===== config.mk =====
export PLATFORM = sky130hd
export DESIGN_NAME = char_lcd_four_bit_writer
export DESIGN_NICKNAME = d
export VERILOG_FILES = /design/src/design/clwr_pkg.sv /design/src/design/clwr_ctrl.sv /design/src/design/clwr_dp.sv /design/src/design/char_lcd_four_bit_writer.sv
export SDC_FILE = /design/constraint.sdc
export NUM_CORES = 1
export LEC_CHECK = 0
export ABC_AREA = 1
export BUFFER_PORTS_ARGS = -buffer_cell sky130_fd_sc_hd__buf_2
export CAP_MARGIN = 20
export CORE_MARGIN = 2
export CORE_UTILIZATION = 30
export DETAILED_ROUTE_END_ITERATION = 8
export PLACE_DENSITY = 0.5
export SLEW_MARGIN = 10
export SYNTH_ARGS = -nofsm -noshare
export SYNTH_HDL_FRONTEND = slang
export SYNTH_SLANG_ARGS = --single-unit

===== constraint.sdc =====
create_clock -name aclk -period 2.7 [get_ports aclk]
set_input_delay 0.405 -clock aclk [delete_from_list [all_inputs] [get_ports aclk]]
set_output_delay 0.405 -clock aclk [all_outputs]
set_load 0.005 [all_outputs]

===== src/design/clwr_pkg.sv =====
// ----------------------------------------------------------------------------
// clwr_pkg
// Shared types and constants for the 4-bit character LCD writer.
// ----------------------------------------------------------------------------
package clwr_pkg;

    localparam int KIND_W      = 2;
    localparam int BYTE_W      = 8;
    localparam int ROW_W       = 3;
    localparam int COL_W       = 5;
    localparam int NUM_W       = 32;
    localparam int NIB_W       = 4;
    localparam int ADDR_W      = 7;
    localparam int DIGITS      = 10;
    localparam int BCD_W       = DIGITS * NIB_W;
    localparam int BITCNT_W    = $clog2(NUM_W + 1);
    localparam int DIGCNT_W    = $clog2(DIGITS + 1);
    localparam int S_TDATA_W   = 48;
    localparam int M_TDATA_W   = 8;

    localparam logic [BYTE_W-1:0] CURSOR_CMD_BIT = 8'h80;
    localparam logic [ROW_W-1:0]  ROW_COUNT      = 3'd4;
    localparam logic [COL_W-1:0]  COLUMN_COUNT   = 5'd20;
    localparam logic [NIB_W-1:0]  DIGIT_HIGH     = 4'h3;

    typedef enum logic [KIND_W-1:0] {
        KIND_CMD    = 2'd0,
        KIND_DATA   = 2'd1,
        KIND_CURSOR = 2'd2,
        KIND_NUMBER = 2'd3
    } clwr_kind_t;

    typedef enum logic [2:0] {
        ST_IDLE,
        ST_DISPATCH,
        ST_CONV,
        ST_SKIP,
        ST_HIGH,
        ST_LOW
    } clwr_state_t;

    typedef struct packed {
        logic load;
        logic conv_step;
        logic digit_shift;
        logic push_high;
        logic push_low;
    } clwr_cmd_t;

    typedef struct packed {
        clwr_kind_t kind;
        logic       cursor_ok;
        logic       conv_done;
        logic       top_zero;
        logic       more_than_two;
        logic       last_digit;
        logic       out_free;
    } clwr_status_t;

    function automatic logic [ADDR_W-1:0] row_base(input logic [1:0] row);
        logic [ADDR_W-1:0] base;
        unique case (row)
            2'd0:    base = 7'h00;
            2'd1:    base = 7'h40;
            2'd2:    base = 7'h14;
            default: base = 7'h54;
        endcase
        return base;
    endfunction

endpackage


===== src/design/clwr_ctrl.sv =====
// ----------------------------------------------------------------------------
// clwr_ctrl
// Request sequencer: dispatches on the request kind, runs the decimal
// conversion, skips leading zeros and issues high and low nibble transfers.
// ----------------------------------------------------------------------------
module clwr_ctrl (
    input  logic                  aclk,
    input  logic                  aresetn,
    input  logic                  s_tvalid,
    output logic                  s_tready,
    input  clwr_pkg::clwr_status_t status,
    output clwr_pkg::clwr_cmd_t    cmd
);
    import clwr_pkg::*;

    clwr_state_t state_reg;
    clwr_state_t state_next;

    always_ff @(posedge aclk) begin
        if (!aresetn) begin
            state_reg <= ST_IDLE;
        end else begin
            state_reg <= state_next;
        end
    end

    always_comb begin
        state_next = state_reg;
        cmd        = '0;
        s_tready   = 1'b0;
        unique case (state_reg)
            ST_IDLE: begin
                s_tready = 1'b1;
                if (s_tvalid) begin
                    cmd.load   = 1'b1;
                    state_next = ST_DISPATCH;
                end
            end
            ST_DISPATCH: begin
                unique case (status.kind)
                    KIND_CMD, KIND_DATA: state_next = ST_HIGH;
                    KIND_CURSOR:         state_next = status.cursor_ok ? ST_HIGH : ST_IDLE;
                    default:             state_next = ST_CONV;
                endcase
            end
            ST_CONV: begin
                if (status.conv_done) begin
                    state_next = ST_SKIP;
                end else begin
                    cmd.conv_step = 1'b1;
                end
            end
            ST_SKIP: begin
                if (status.top_zero && status.more_than_two) begin
                    cmd.digit_shift = 1'b1;
                end else begin
                    state_next = ST_HIGH;
                end
            end
            ST_HIGH: begin
                if (status.out_free) begin
                    cmd.push_high = 1'b1;
                    state_next    = ST_LOW;
                end
            end
            ST_LOW: begin
                if (status.out_free) begin
                    cmd.push_low = 1'b1;
                    if (status.kind == KIND_NUMBER && !status.last_digit) begin
                        cmd.digit_shift = 1'b1;
                        state_next      = ST_HIGH;
                    end else begin
                        state_next = ST_IDLE;
                    end
                end
            end
            default: state_next = ST_IDLE;
        endcase
    end

endmodule


===== src/design/clwr_dp.sv =====
// ----------------------------------------------------------------------------
// clwr_dp
// Datapath: request capture, cursor address, bit-serial binary to BCD
// conversion, digit shifter and the output transfer register.
// ----------------------------------------------------------------------------
module clwr_dp (
    input  logic                                aclk,
    input  logic                                aresetn,
    input  logic [clwr_pkg::S_TDATA_W-1:0]      s_tdata,
    input  logic [clwr_pkg::KIND_W-1:0]         s_tuser,
    output logic                                m_tvalid,
    input  logic                                m_tready,
    output logic [clwr_pkg::M_TDATA_W-1:0]      m_tdata,
    output logic                                m_tuser,
    output logic                                m_tlast,
    input  clwr_pkg::clwr_cmd_t                 cmd,
    output clwr_pkg::clwr_status_t              status
);
    import clwr_pkg::*;

    logic [BYTE_W-1:0] in_byte;
    logic [ROW_W-1:0]  in_row;
    logic [COL_W-1:0]  in_col;
    logic [NUM_W-1:0]  in_num;
    logic [ADDR_W-1:0] cursor_addr;

    clwr_kind_t          kind_reg;
    logic                cursor_ok_reg;
    logic [BYTE_W-1:0]   byte_reg;
    logic [NUM_W-1:0]    bin_reg;
    logic [BCD_W-1:0]    bcd_reg;
    logic [BITCNT_W-1:0] bit_cnt_reg;
    logic [DIGCNT_W-1:0] dig_cnt_reg;
    logic                m_valid_reg;
    logic                m_rs_reg;
    logic [NIB_W-1:0]    m_nib_reg;
    logic                m_last_reg;

    logic [BYTE_W-1:0]   send_byte;
    logic                out_free;
    logic [BCD_W-1:0]    bcd_adj;

    function automatic logic [BCD_W-1:0] bcd_adjust(input logic [BCD_W-1:0] v);
        logic [BCD_W-1:0] r;
        r = v;
        for (int i = 0; i < DIGITS; i++) begin
            if (v[i*NIB_W +: NIB_W] >= 4'd5) begin
                r[i*NIB_W +: NIB_W] = v[i*NIB_W +: NIB_W] + 4'd3;
            end
        end
        return r;
    endfunction

    assign in_byte     = s_tdata[7:0];
    assign in_row      = s_tdata[10:8];
    assign in_col      = s_tdata[15:11];
    assign in_num      = s_tdata[47:16];
    assign cursor_addr = row_base(in_row[1:0]) + {{(ADDR_W-COL_W){1'b0}}, in_col};

    assign bcd_adj   = bcd_adjust(bcd_reg);
    assign out_free  = !m_valid_reg || m_tready;
    assign send_byte = (kind_reg == KIND_NUMBER) ? {DIGIT_HIGH, bcd_reg[BCD_W-1 -: NIB_W]}
                                                 : byte_reg;

    always_ff @(posedge aclk) begin
        if (cmd.load) begin
            kind_reg      <= clwr_kind_t'(s_tuser);
            cursor_ok_reg <= (in_row < ROW_COUNT) && (in_col < COLUMN_COUNT);
            byte_reg      <= (clwr_kind_t'(s_tuser) == KIND_CURSOR)
                             ? (CURSOR_CMD_BIT | {1'b0, cursor_addr}) : in_byte;
            bin_reg       <= in_num;
            bcd_reg       <= '0;
            bit_cnt_reg   <= '0;
            dig_cnt_reg   <= DIGCNT_W'(DIGITS);
        end else begin
            if (cmd.conv_step) begin
                bcd_reg     <= {bcd_adj[BCD_W-2:0], bin_reg[NUM_W-1]};
                bin_reg     <= {bin_reg[NUM_W-2:0], 1'b0};
                bit_cnt_reg <= bit_cnt_reg + 1'b1;
            end
            if (cmd.digit_shift) begin
                bcd_reg     <= {bcd_reg[BCD_W-NIB_W-1:0], {NIB_W{1'b0}}};
                dig_cnt_reg <= dig_cnt_reg - 1'b1;
            end
        end
    end

    always_ff @(posedge aclk) begin
        if (!aresetn) begin
            m_valid_reg <= 1'b0;
        end else if (cmd.push_high || cmd.push_low) begin
            m_valid_reg <= 1'b1;
        end else if (m_tready) begin
            m_valid_reg <= 1'b0;
        end
    end

    always_ff @(posedge aclk) begin
        if (cmd.push_high) begin
            m_rs_reg   <= kind_reg[0];
            m_nib_reg  <= send_byte[BYTE_W-1 -: NIB_W];
            m_last_reg <= 1'b0;
        end else if (cmd.push_low) begin
            m_rs_reg   <= kind_reg[0];
            m_nib_reg  <= send_byte[NIB_W-1:0];
            m_last_reg <= (kind_reg != KIND_NUMBER) || (dig_cnt_reg == DIGCNT_W'(1));
        end
    end

    assign m_tvalid = m_valid_reg;
    assign m_tdata  = {{(M_TDATA_W-NIB_W){1'b0}}, m_nib_reg};
    assign m_tuser  = m_rs_reg;
    assign m_tlast  = m_last_reg;

    assign status.kind          = kind_reg;
    assign status.cursor_ok     = cursor_ok_reg;
    assign status.conv_done     = (bit_cnt_reg == BITCNT_W'(NUM_W));
    assign status.top_zero      = (bcd_reg[BCD_W-1 -: NIB_W] == '0);
    assign status.more_than_two = (dig_cnt_reg > DIGCNT_W'(2));
    assign status.last_digit    = (dig_cnt_reg == DIGCNT_W'(1));
    assign status.out_free      = out_free;

endmodule


===== src/design/char_lcd_four_bit_writer.sv =====
// ----------------------------------------------------------------------------
// char_lcd_four_bit_writer
// Turns command, data, cursor and decimal integer requests into 4-bit
// nibble transfers for a character LCD, high nibble first.
//
//   channel  direction  tdata                                tuser   tlast
//   s_       in         byte_value, row, column, number      kind    -
//   m_       out        nibble                               rs      last
//
// Command, data and in-range cursor requests each give a high and a low
// nibble transfer; an out-of-range cursor request is dropped without one.
// An integer request runs the bit-serial BCD converter, skips leading zeros
// while keeping at least two digits, then sends a high and a low nibble for
// each digit. A new request is taken only once the previous one has issued
// its last transfer or been dropped; a stalled m_tready holds the sequencer. Reset is synchronous.
// ----------------------------------------------------------------------------
module char_lcd_four_bit_writer (
    input  logic                            aclk,
    input  logic                            aresetn,
    input  logic                            s_tvalid,
    output logic                            s_tready,
    input  logic [clwr_pkg::S_TDATA_W-1:0]  s_tdata,  // byte_value, row, column, number
    input  logic [clwr_pkg::KIND_W-1:0]     s_tuser,  // kind
    output logic                            m_tvalid,
    input  logic                            m_tready,
    output logic [clwr_pkg::M_TDATA_W-1:0]  m_tdata,  // nibble, zero pad
    output logic                            m_tuser,  // register_select
    output logic                            m_tlast
);
    import clwr_pkg::*;

    clwr_cmd_t    cmd;
    clwr_status_t status;

    clwr_ctrl u_ctrl (
        .aclk     (aclk),
        .aresetn  (aresetn),
        .s_tvalid (s_tvalid),
        .s_tready (s_tready),
        .status   (status),
        .cmd      (cmd)
    );

    clwr_dp u_dp (
        .aclk     (aclk),
        .aresetn  (aresetn),
        .s_tdata  (s_tdata),
        .s_tuser  (s_tuser),
        .m_tvalid (m_tvalid),
        .m_tready (m_tready),
        .m_tdata  (m_tdata),
        .m_tuser  (m_tuser),
        .m_tlast  (m_tlast),
        .cmd      (cmd),
        .status   (status)
    );

endmodule

==> metrics.txt, run 1 <==
# fillers=between 2k and 2.5k; std cell rows=51; core area=around 19000 um^2; initial antenna violation count=0; cts-stage hold buffer count=0; final setup skew=between 0.009 and 0.01 ns; cell area after layout=6704 um^2; post-CTS sizing=0; Yosys reg bits=between 100 and 150; async set or reset register ratio after synthesis=0%; # setup viols final=0; Initial DRT Pass Iterations=4; global-route wire length before repair=~21000 um; max_cap viols=0; pre-CTS setup slack=between 0.7 and 0.8 ns; Crit-path slowest cell=dfxtp_1; max-slew violation count=0; worst slew pin tran=0.6666 ns; prevailing post-synth register cell=dfxtp_1; CTS clock-pin slew for the worst setup and hold paths=about 0.080 ns; nets=about 1000; VDD IR max=roughly 0.00035 V; Seq/Total Area, Yosys=approximately 43%; outcome=finished clean; Reg area=2542 um^2; CTS H-tree depth=3; final antenna-violating net count=0; relative slew slack=between 50% and 60%; arrival time at the worst endpoint=around 2.2 ns; Yosys top cell by area=edfxtp_1; most frequent cell after synthesis=nand2_1; final worst path period need=approximately 1.9 ns; GRT overflow=0; area of the multi-input gates=around 2800 um^2; RSZ-0062 raised after global routing=no; setup ws final=0.7704 ns; Detailed Place HPWL=roughly 8300 um; Setup CP Type=register to register; Routed WL=12180 um; Boundary Pins=66; Max stage delay on crit path=roughly 0.40 ns; max reg flops=40; Area contributors post-synth=edfxtp_1 (24%), nand2_1 (19%), dfxtp_1 (19%), nor2_1 (9.2%), ha_1 (6.0%); Starting Density=a little under a third; Port-buffer cells=between 60 and 70; Post-Syn Area per Cell=~7.0 um^2; WL/cell=roughly 11 um; Leak=around 0.0033 uW; Chip Width=roughly 140 um; vias per inst=around 4.3; CTS max path bufs=2; Startpoint Class=register; Layout area overhead=13.88%; total die area=approximately 21000 um^2; fmax=about 520 MHz; synthesized area=5887 um^2; Final Hold Viols=0; Worst Hold Class=primary input to register; Final Cycle Share=between 70% and 80%; synthesized instance count=approximately 840; synth warn=0; DRT iter0 DRCs=211; Post-synth EDFFs=48; via count=4999; largest net degree at the start of global routing=62; dpl cell area=between 6000 and 7000 um^2; pwr dens=807.1 nW/um^2; setup repair bufs after CTS=0; CTS tree=yes; Synth top area share=about a quarter; GP Congestion=~0.75; worst-skew pair later-pin latency=~0.35 ns; die height=about 140 um; CP Max Fanout=22; Yosys cell types=30; Num CTS Buffers=9; total global-route track usage=between 10% and 20%; Root Driver=clkbuf_16; setup TNS=0 ns; # diodes=0; worst path required time=2.98 ns; critical-path cell list=inv_1, ha_1, nand3_1, nand2_4, inv_2, buf_12, nand3_1, nand2_1, nor2_1, nor2_1; DRC=0; crit path capture type=register; top cells by count, synth=nand2_1 (303), nor2_1 (144), inv_1 (84), nand3_1 (57), dfxtp_1 (55); share of cells above drive strength 1=11.19%; number of global-route vias before repair=~4.7k; reg-to-reg setup timing slack=between 0.7 and 0.8 ns; clk sinks=between 100 and 150
[metrics by stage]
step	power, uW	cells	util [%]	hold slack [ns]
6_report	5411	1159	34.67	0.2376
5_1_grt	5846	1159	34.67	0.2310
4_1_cts	5527	1159	34.67	0.2195
3_5_place_dp	4115	1143	33.05	0.4714
3_3_place_gp	4111	1143	33.05	0.4701
2_1_floorplan	3662	839	-	0.4416
[power by group]
part / leakage, uW / switching, uW / internal, uW
Clock: 0.000155 / 631 / 741
Sequential: 0.000902 / 179 / 2240
Combinational: 0.00221 / 1150 / 474
[routing by layer]
metal | GRT usage, % | vias to the layer above | wire length, um
li1 | - | 2716 | -
met1 | 16.42 | 2208 | 6169
met2 | 20.38 | 64 | 5471
met3 | 2.185 | 11 | 348
met4 | 5.005 | 0 | 191
met5 | 0 | - | 0
[cells by family (layout without fill, tap and decap cells)]
logic type | after synthesis | in the layout | share of synthesized area, %
compound gates | 62 | 62 | 5.484
xor+xnor | 2 | 2 | 0.2976
fa+ha+maj | 28 | 28 | 5.951
buf+inv | 115 | 170 | 9.075
flops | 103 | 103 | 43.19
other cells | 1 | 4 | 0.06370
simple gates | 525 | 525 | 35.94
[placed cells by master (no fill, tap or decap), types with 4 or more instances in the layout]
master       n
ha_1        28
nand3_1     57
dfxtp_1     55
o21ai_1      4
nand2_2      4
conb_1       4
buf_4        5
o21ai_0     36
inv_1       84
edfxtp_1    48
clkbuf_16    9
nor2_1     144
a21oi_1     17
buf_2       61
nand2_1    303
[final timing paths]
| check | depth (start not counted) | endpoint | from |
|---|---|---|---|
| min reg2reg | 2 | u_dp.dig_cnt_reg[3] | u_dp.dig_cnt_reg[3] |
| max reg2reg | 10 | u_dp.bcd_reg[25] | u_dp.bit_cnt_reg[0] |
| min | 1 | u_dp.kind_reg[0] | s_tuser[0] |
| max | 10 | u_dp.bcd_reg[25] | u_dp.bit_cnt_reg[0] |
[cell type report]
cell class | count | share of cell area (%)
multi-input cells | 621 | 42.16
clock buffers | 9 | 3.359
repair buffers | 67 | 5.412
clock inverters | 7 | 1.325
flip-flops and latches | 103 | 37.92
inverters | 87 | 4.871
well taps | 265 | 4.946
[critical path, delay by kind of cell (launching register included)]
| kind | cells | cell delay (ns) |
|---|---|---|
| adders and majority gates | 1 | 0.20 |
| and+or+nand+nor | 6 | 0.59 |
| DFF | 1 | 0.40 |
| buffers and inverters | 3 | 0.67 |
No activity file was read; power rests on OpenSTA's default activity.
==> run 2, diff against run 1 <==
- ABC_AREA: 1 -> 0
- PLACE_DENSITY: 0.5 -> 0.51
- clock period: 2.7 -> 1.8 ns (I/O delays scaled with it)
==> metrics.txt, run 2 <==
std cell rows=49 (-3.9%); DRC=0 (unchanged); Synth top area share=26.24% (+1.8 points); async set or reset register ratio after synthesis=0% (unchanged); Met1 Wirelength=6169 um (unchanged); outcome=finished with violations; total die area=19410 um^2 (-6.5%); total global-route track usage=12.93% (+0.44 points); Hold Crit Depth=1 (unchanged); share of cells above drive strength 1=26.79% (+16 points); commonest non-fill, non-tap cell in the layout=nand2_1; arrival time at the worst endpoint=2.11 ns (-0.10 ns); Yosys cell types=50 (+67%); Leak=0.002956 uW (-9.5%); top cells by count, synth=nand2_1 (146), dfxtp_1 (55), a21oi_1 (54), edfxtp_1 (48), nor2_1 (42); RSZ-0062 raised after global routing=yes; Yosys reg bits=103 (unchanged); setup ws final=-0.07336 ns (-0.8438 ns); clk sinks=103 (unchanged); most frequent cells in the layout=nand2_1 (142), buf_2 (61), a21oi_1 (51); max-slew violation count=0 (unchanged); cts-stage hold buffer count=0 (unchanged); Met2 Routed Length=5845 um (+6.8%); max reg flops=40 (unchanged); Area contributors post-synth=edfxtp_1 (26%), dfxtp_1 (20%), nand2_1 (10%), ha_1 (6.4%), a21oi_1 (4.9%); core area=17960 um^2 (-7.1%); top sig layer=met4; # setup viols final=19 (+19); final worst path period need=1.873 ns (-0.05623 ns); Num CTS Buffers=9 (unchanged); synth warn=0 (unchanged); largest net degree at the start of global routing=43 (-31%); prevailing post-synth register cell=dfxtp_1; pwr dens=1451 nW/um^2 (+80%); die height=139.3 um (-3.3%); worst-skew pair later-pin latency=0.35 ns (about the same); VDD IR max=0.0006519 V (+85%); Initial DRT Pass Iterations=4 (unchanged); Boundary Pins=66 (unchanged); cell area after layout=7051 um^2 (+5.2%); Startpoint Class=register; reg-to-reg setup timing slack=-0.07 ns (-0.84 ns); Chip Width=139.3 um (-3.3%); Post-synth EDFFs=48 (unchanged); CP Max Fanout=6 (-73%); CTS H-tree depth=3 (unchanged); Worst Hold Class=primary input to register; synthesized instance count=610 (-27%); crit path capture type=register; Final Hold Viols=0 (unchanged); Post-Syn Area per Cell=9.005 um^2 (+28%); GP Congestion=0.7662 (+2.1%); final setup skew=0.01051 ns (+0.0005953 ns); CTS clock-pin slew for the worst setup and hold paths=0.07 ns (about the same); worst path required time=2.04 ns (-0.94 ns); Final Cycle Share=104.1% (+33 points); Setup CP Type=register to register; Detailed Place HPWL=8510 um (+2.2%); Root Driver=clkbuf_16; nets=790 (-19%); CTS max path bufs=2 (unchanged); vias per inst=4.742 (+9.9%); initial antenna violation count=0 (unchanged); synthesized area=5493 um^2 (-6.7%); WL/cell=13.41 um (+28%); failing checks=setup timing; DRT iter0 DRCs=245 (+16%); final antenna-violating net count=0 (unchanged); Seq/Total Area, Yosys=46.29% (+3.1 points); dpl cell area=6332 um^2 (-0.90%); Util after Layout=39.25% (+4.6 points); Yosys top cell by area=edfxtp_1; CTS tree=yes; fmax=533.8 MHz (+3.0%); GRT overflow=0 (unchanged); Routed WL=12630 um (+3.7%); Port-buffer cells=61 (unchanged); max_cap viols=0 (unchanged); global-route wire length before repair=20670 um (-2.1%); wire length on met3=482 um (+39%); # diodes=0 (unchanged); reg2reg path depth=8 (-2); Starting Density=30.58% (+0.13 points); via count=4467 (-11%); most frequent cell after synthesis=nand2_1; number of global-route vias before repair=4269 (-8.8%); Layout area overhead=28.36%
-- run 2: changes by cell type in the layout (fill, tap and decap cells not counted), moves of 29 or more --
cell     before  now
inv_1        84   26
nand3_1      57    5
buf_4         5   34
nand2_1     303  142
nor2_1      144   42
a21oi_1      17   51
-- run 2: routing by layer --
layer | global-route usage (%) | vias to the layer above
met4 | 3.828 | 0
met1 | 17.15 | 2090
met3 | 3.166 | 11
met2 | 20.95 | 58
li1 | - | 2308
met5 | 0 | -
-- run 2: layout make-up --
class | count | area, um^2
fillers | 1799 | 10910
multi-input cells | 449 | 2917
flip-flops and latches | 103 | 2549
repair buffers | 116 | 914.6
well taps | 229 | 286.5
clock buffers | 10 | 229.0
inverters | 29 | 108.9
clock inverters | 6 | 46.29
-- run 2: power breakdown --
| group | internal, uW | switching, uW |
|---|---|---|
| sequential | 3510 | 570 |
| clock | 948 | 889 |
| combinational | 1960 | 2360 |
-- run 2: cell families after synthesis --
| family | after synthesis | share of synthesized area (%) |
|---|---|---|
| DFF | 103 | 46.29 |
| xor gates and xnor gates | 17 | 2.711 |
| muxes | 21 | 4.009 |
| adders and majority gates | 28 | 6.378 |
| and+or+nand+nor | 239 | 19.70 |
| other | 1 | 0.06827 |
| buffers and inverters | 61 | 5.057 |
| AOI/OAI and AO/OA | 140 | 15.79 |
-- run 2: critical path, cell delays in order, from the launching register on --
cell	delay, ns
dfxtp_2	0.35
buf_6	0.12
ha_4	0.12
nor2b_2	0.04
o311a_4	0.33
or2_4	0.32
buf_12	0.16
a221oi_2	0.25
nor2_1	0.07
-- run 2: path summary, 6_finish.rpt --
check,end,from
min,u_dp.kind_reg[1],s_tuser[1]
max reg2reg,u_dp.bcd_reg[27],u_dp.dig_cnt_reg[1]
max,u_dp.bcd_reg[27],u_dp.dig_cnt_reg[1]
min reg2reg,u_dp.m_tlast,u_dp.m_tlast
-- run 2: through the flow --
stage | hold slack, ns | total power, uW | worst slack, ns | setup TNS, ns | std cells
3_5_place_dp | 0.4520 | 8048 | -0.1561 | -2.782 | 911
2_1_floorplan | 0.3689 | 6675 | 0.01178 | 0 | 613
3_3_place_gp | 0.4430 | 7909 | -0.09709 | -1.522 | 911
5_1_grt | 0.09012 | 11050 | -0.1538 | -2.454 | 942
4_1_cts | 0.08780 | 10130 | -0.07995 | -0.9388 | 938
6_report | 0.1036 | 10230 | -0.07336 | -0.8341 | 942
-- run 2: timing repair --
action                     4_1_cts  5_1_grt
buffers inserted                 9        3
setup endpoints to repair       45      120
pin swaps                        8       12
gates cloned                     2        2
gates resized for setup         31       47
==> run 3, diff against run 2 <==
- CTS_CLUSTER_DIAMETER: unset -> 40
- clock period: 1.8 -> 2.4 ns (I/O delays scaled with it)
==> metrics.txt, run 3 (synthesized netlist as in run 2, its figures left out) <==
Root Driver=clkbuf_16; CTS H-tree depth=3 (unchanged); r2r startpoint=u_dp.bcd_reg[36]; # diodes=0 (unchanged); core area=17960 um^2 (unchanged); share of cells above drive strength 1=15.27% (-12 points); DRC=0 (unchanged); min-delay src=s_tuser[0]; Num CTS Buffers=9 (unchanged); Worst Hold Class=primary input to register; worst slew pin tran=0.5052 ns; DRT iter0 DRCs=285 (+16%); outcome=finished clean; global-route wire length before repair=19830 um (-4.0%); CTS max path bufs=2 (unchanged); total global-route track usage=12.38% (-0.54 points); max-slew violation count=0 (unchanged); via count=4345 (-2.7%); Detailed Place HPWL=8259 um (-3.0%); worst-skew pair later-pin latency=0.34 ns (about the same); vias per inst=4.844 (+2.1%); final antenna-violating net count=0 (unchanged); pwr dens=1140 nW/um^2 (-21%); crit path capture type=register; total die area=19410 um^2 (unchanged); VDD IR max=0.0004732 V (-27%); Layout area overhead=16.33%; Starting Density=30.58% (unchanged); initial antenna violation count=0 (unchanged); Final Hold Viols=0 (unchanged); Chip Width=139.3 um (unchanged); commonest non-fill, non-tap cell in the layout=nand2_1; largest net degree at the start of global routing=42 (-2.3%); Initial DRT Pass Iterations=4 (unchanged); WL/cell=13.15 um (-1.9%); most frequent cells in the layout=nand2_1 (146), buf_2 (61), dfxtp_1 (55); CTS clock-pin slew for the worst setup and hold paths=0.07 ns (about the same); die height=139.3 um (unchanged); setup repair bufs after CTS=0 (-9); # fillers=1832 (+1.8%); Boundary Pins=66 (unchanged); cts-stage hold buffer count=0 (unchanged); setup TNS=0 ns (+0.8341 ns); Routed WL=11800 um (-6.6%); GRT overflow=0 (unchanged); post-CTS sizing=0 (-100%); clk sinks=103 (unchanged); RSZ-0062 raised after global routing=no; relative slew slack=around 66%; number of global-route vias before repair=4183 (-2.0%); CP Max Fanout=21 (+15); nets=745 (-5.7%); Setup CP Type=register to register; arrival time at the worst endpoint=2.37 ns (+0.26 ns); Port-buffer cells=61 (unchanged); worst path required time=2.69 ns (+0.65 ns); final setup skew=0.007599 ns (-0.002912 ns); Leak=0.002636 uW (-11%); GP Congestion=0.8039 (+4.9%); std cell rows=49 (unchanged); fmax=479.5 MHz (-10%); max_cap viols=0 (unchanged); # setup viols final=0 (-19); worst hold slack=0.2024 ns (+0.09878 ns); final worst path period need=2.085 ns (+0.2120 ns); CTS tree=yes; Startpoint Class=register; max reg flops=40 (unchanged); Util after Layout=35.57% (-3.7 points); Final Cycle Share=86.89% (-17 points); CP startpoint=u_dp.bcd_reg[36]
[run 3: final cells by class]
class / count / area [um^2] / area share, %
Timing Repair Buffer: 71 / 442.9 / 6.932
Multi-Input combinational cell: 449 / 2695 / 42.18
Tap cell: 229 / 286.5 / 4.484
Inverter: 29 / 108.9 / 1.704
Clock buffer: 10 / 229.0 / 3.583
Sequential cell: 103 / 2542 / 39.79
Clock inverter: 6 / 85.08 / 1.332
[run 3: path summary, 6_finish.rpt]
check                           depth (start not counted)  slack, ns             endpoint
worst max-delay path                                    7       0.31      u_dp.bcd_reg[8]
worst min-delay path                                    1       0.20     u_dp.kind_reg[0]
worst max register to register                          7       0.31      u_dp.bcd_reg[8]
worst min register to register                          2       0.48  u_dp.bit_cnt_reg[1]
[run 3: critical path: stages (launching register included)]
cell and delay, ns:
dfxtp_1 0.37, inv_1 0.10, ha_1 0.24, and4bb_1 0.23, o311a_4 0.16, or2_4 0.36, nor2_2 0.36, a22o_1 0.19
[run 3: power breakdown]
group	internal, uW	switching [uW]	leakage [uW]	total [uW]
registers	2630	425	0.000904	3050
clock network	911	629	0.000152	1540
logic	1110	1580	0.00158	2690
total	4650	2630	0.00264	7280
[run 3: routing by layer]
metal | routed length [um] | track usage [%] | up-vias
met5 | 0 | 0 | -
met4 | 189 | 4.732 | 0
met3 | 343 | 2.306 | 14
met2 | 5574 | 20.54 | 70
met1 | 5691 | 16.06 | 2053
li1 | - | - | 2208
[run 3: per-stage QoR]
| stage | area [um^2] | worst slack [ns] | total power (uW) | instances |
|---|---|---|---|---|
| final | 6390 | 0.3146 | 7282 | 897 |
| after detailed placement | 6076 | 0.3170 | 5803 | 881 |
| after CTS | 6390 | 0.2947 | 7386 | 897 |
| after global placement | 6076 | 0.4360 | 5704 | 881 |
| after global routing | 6390 | 0.1816 | 7924 | 897 |
| after floorplan | 5504 | 0.0001470 | 4984 | 613 |
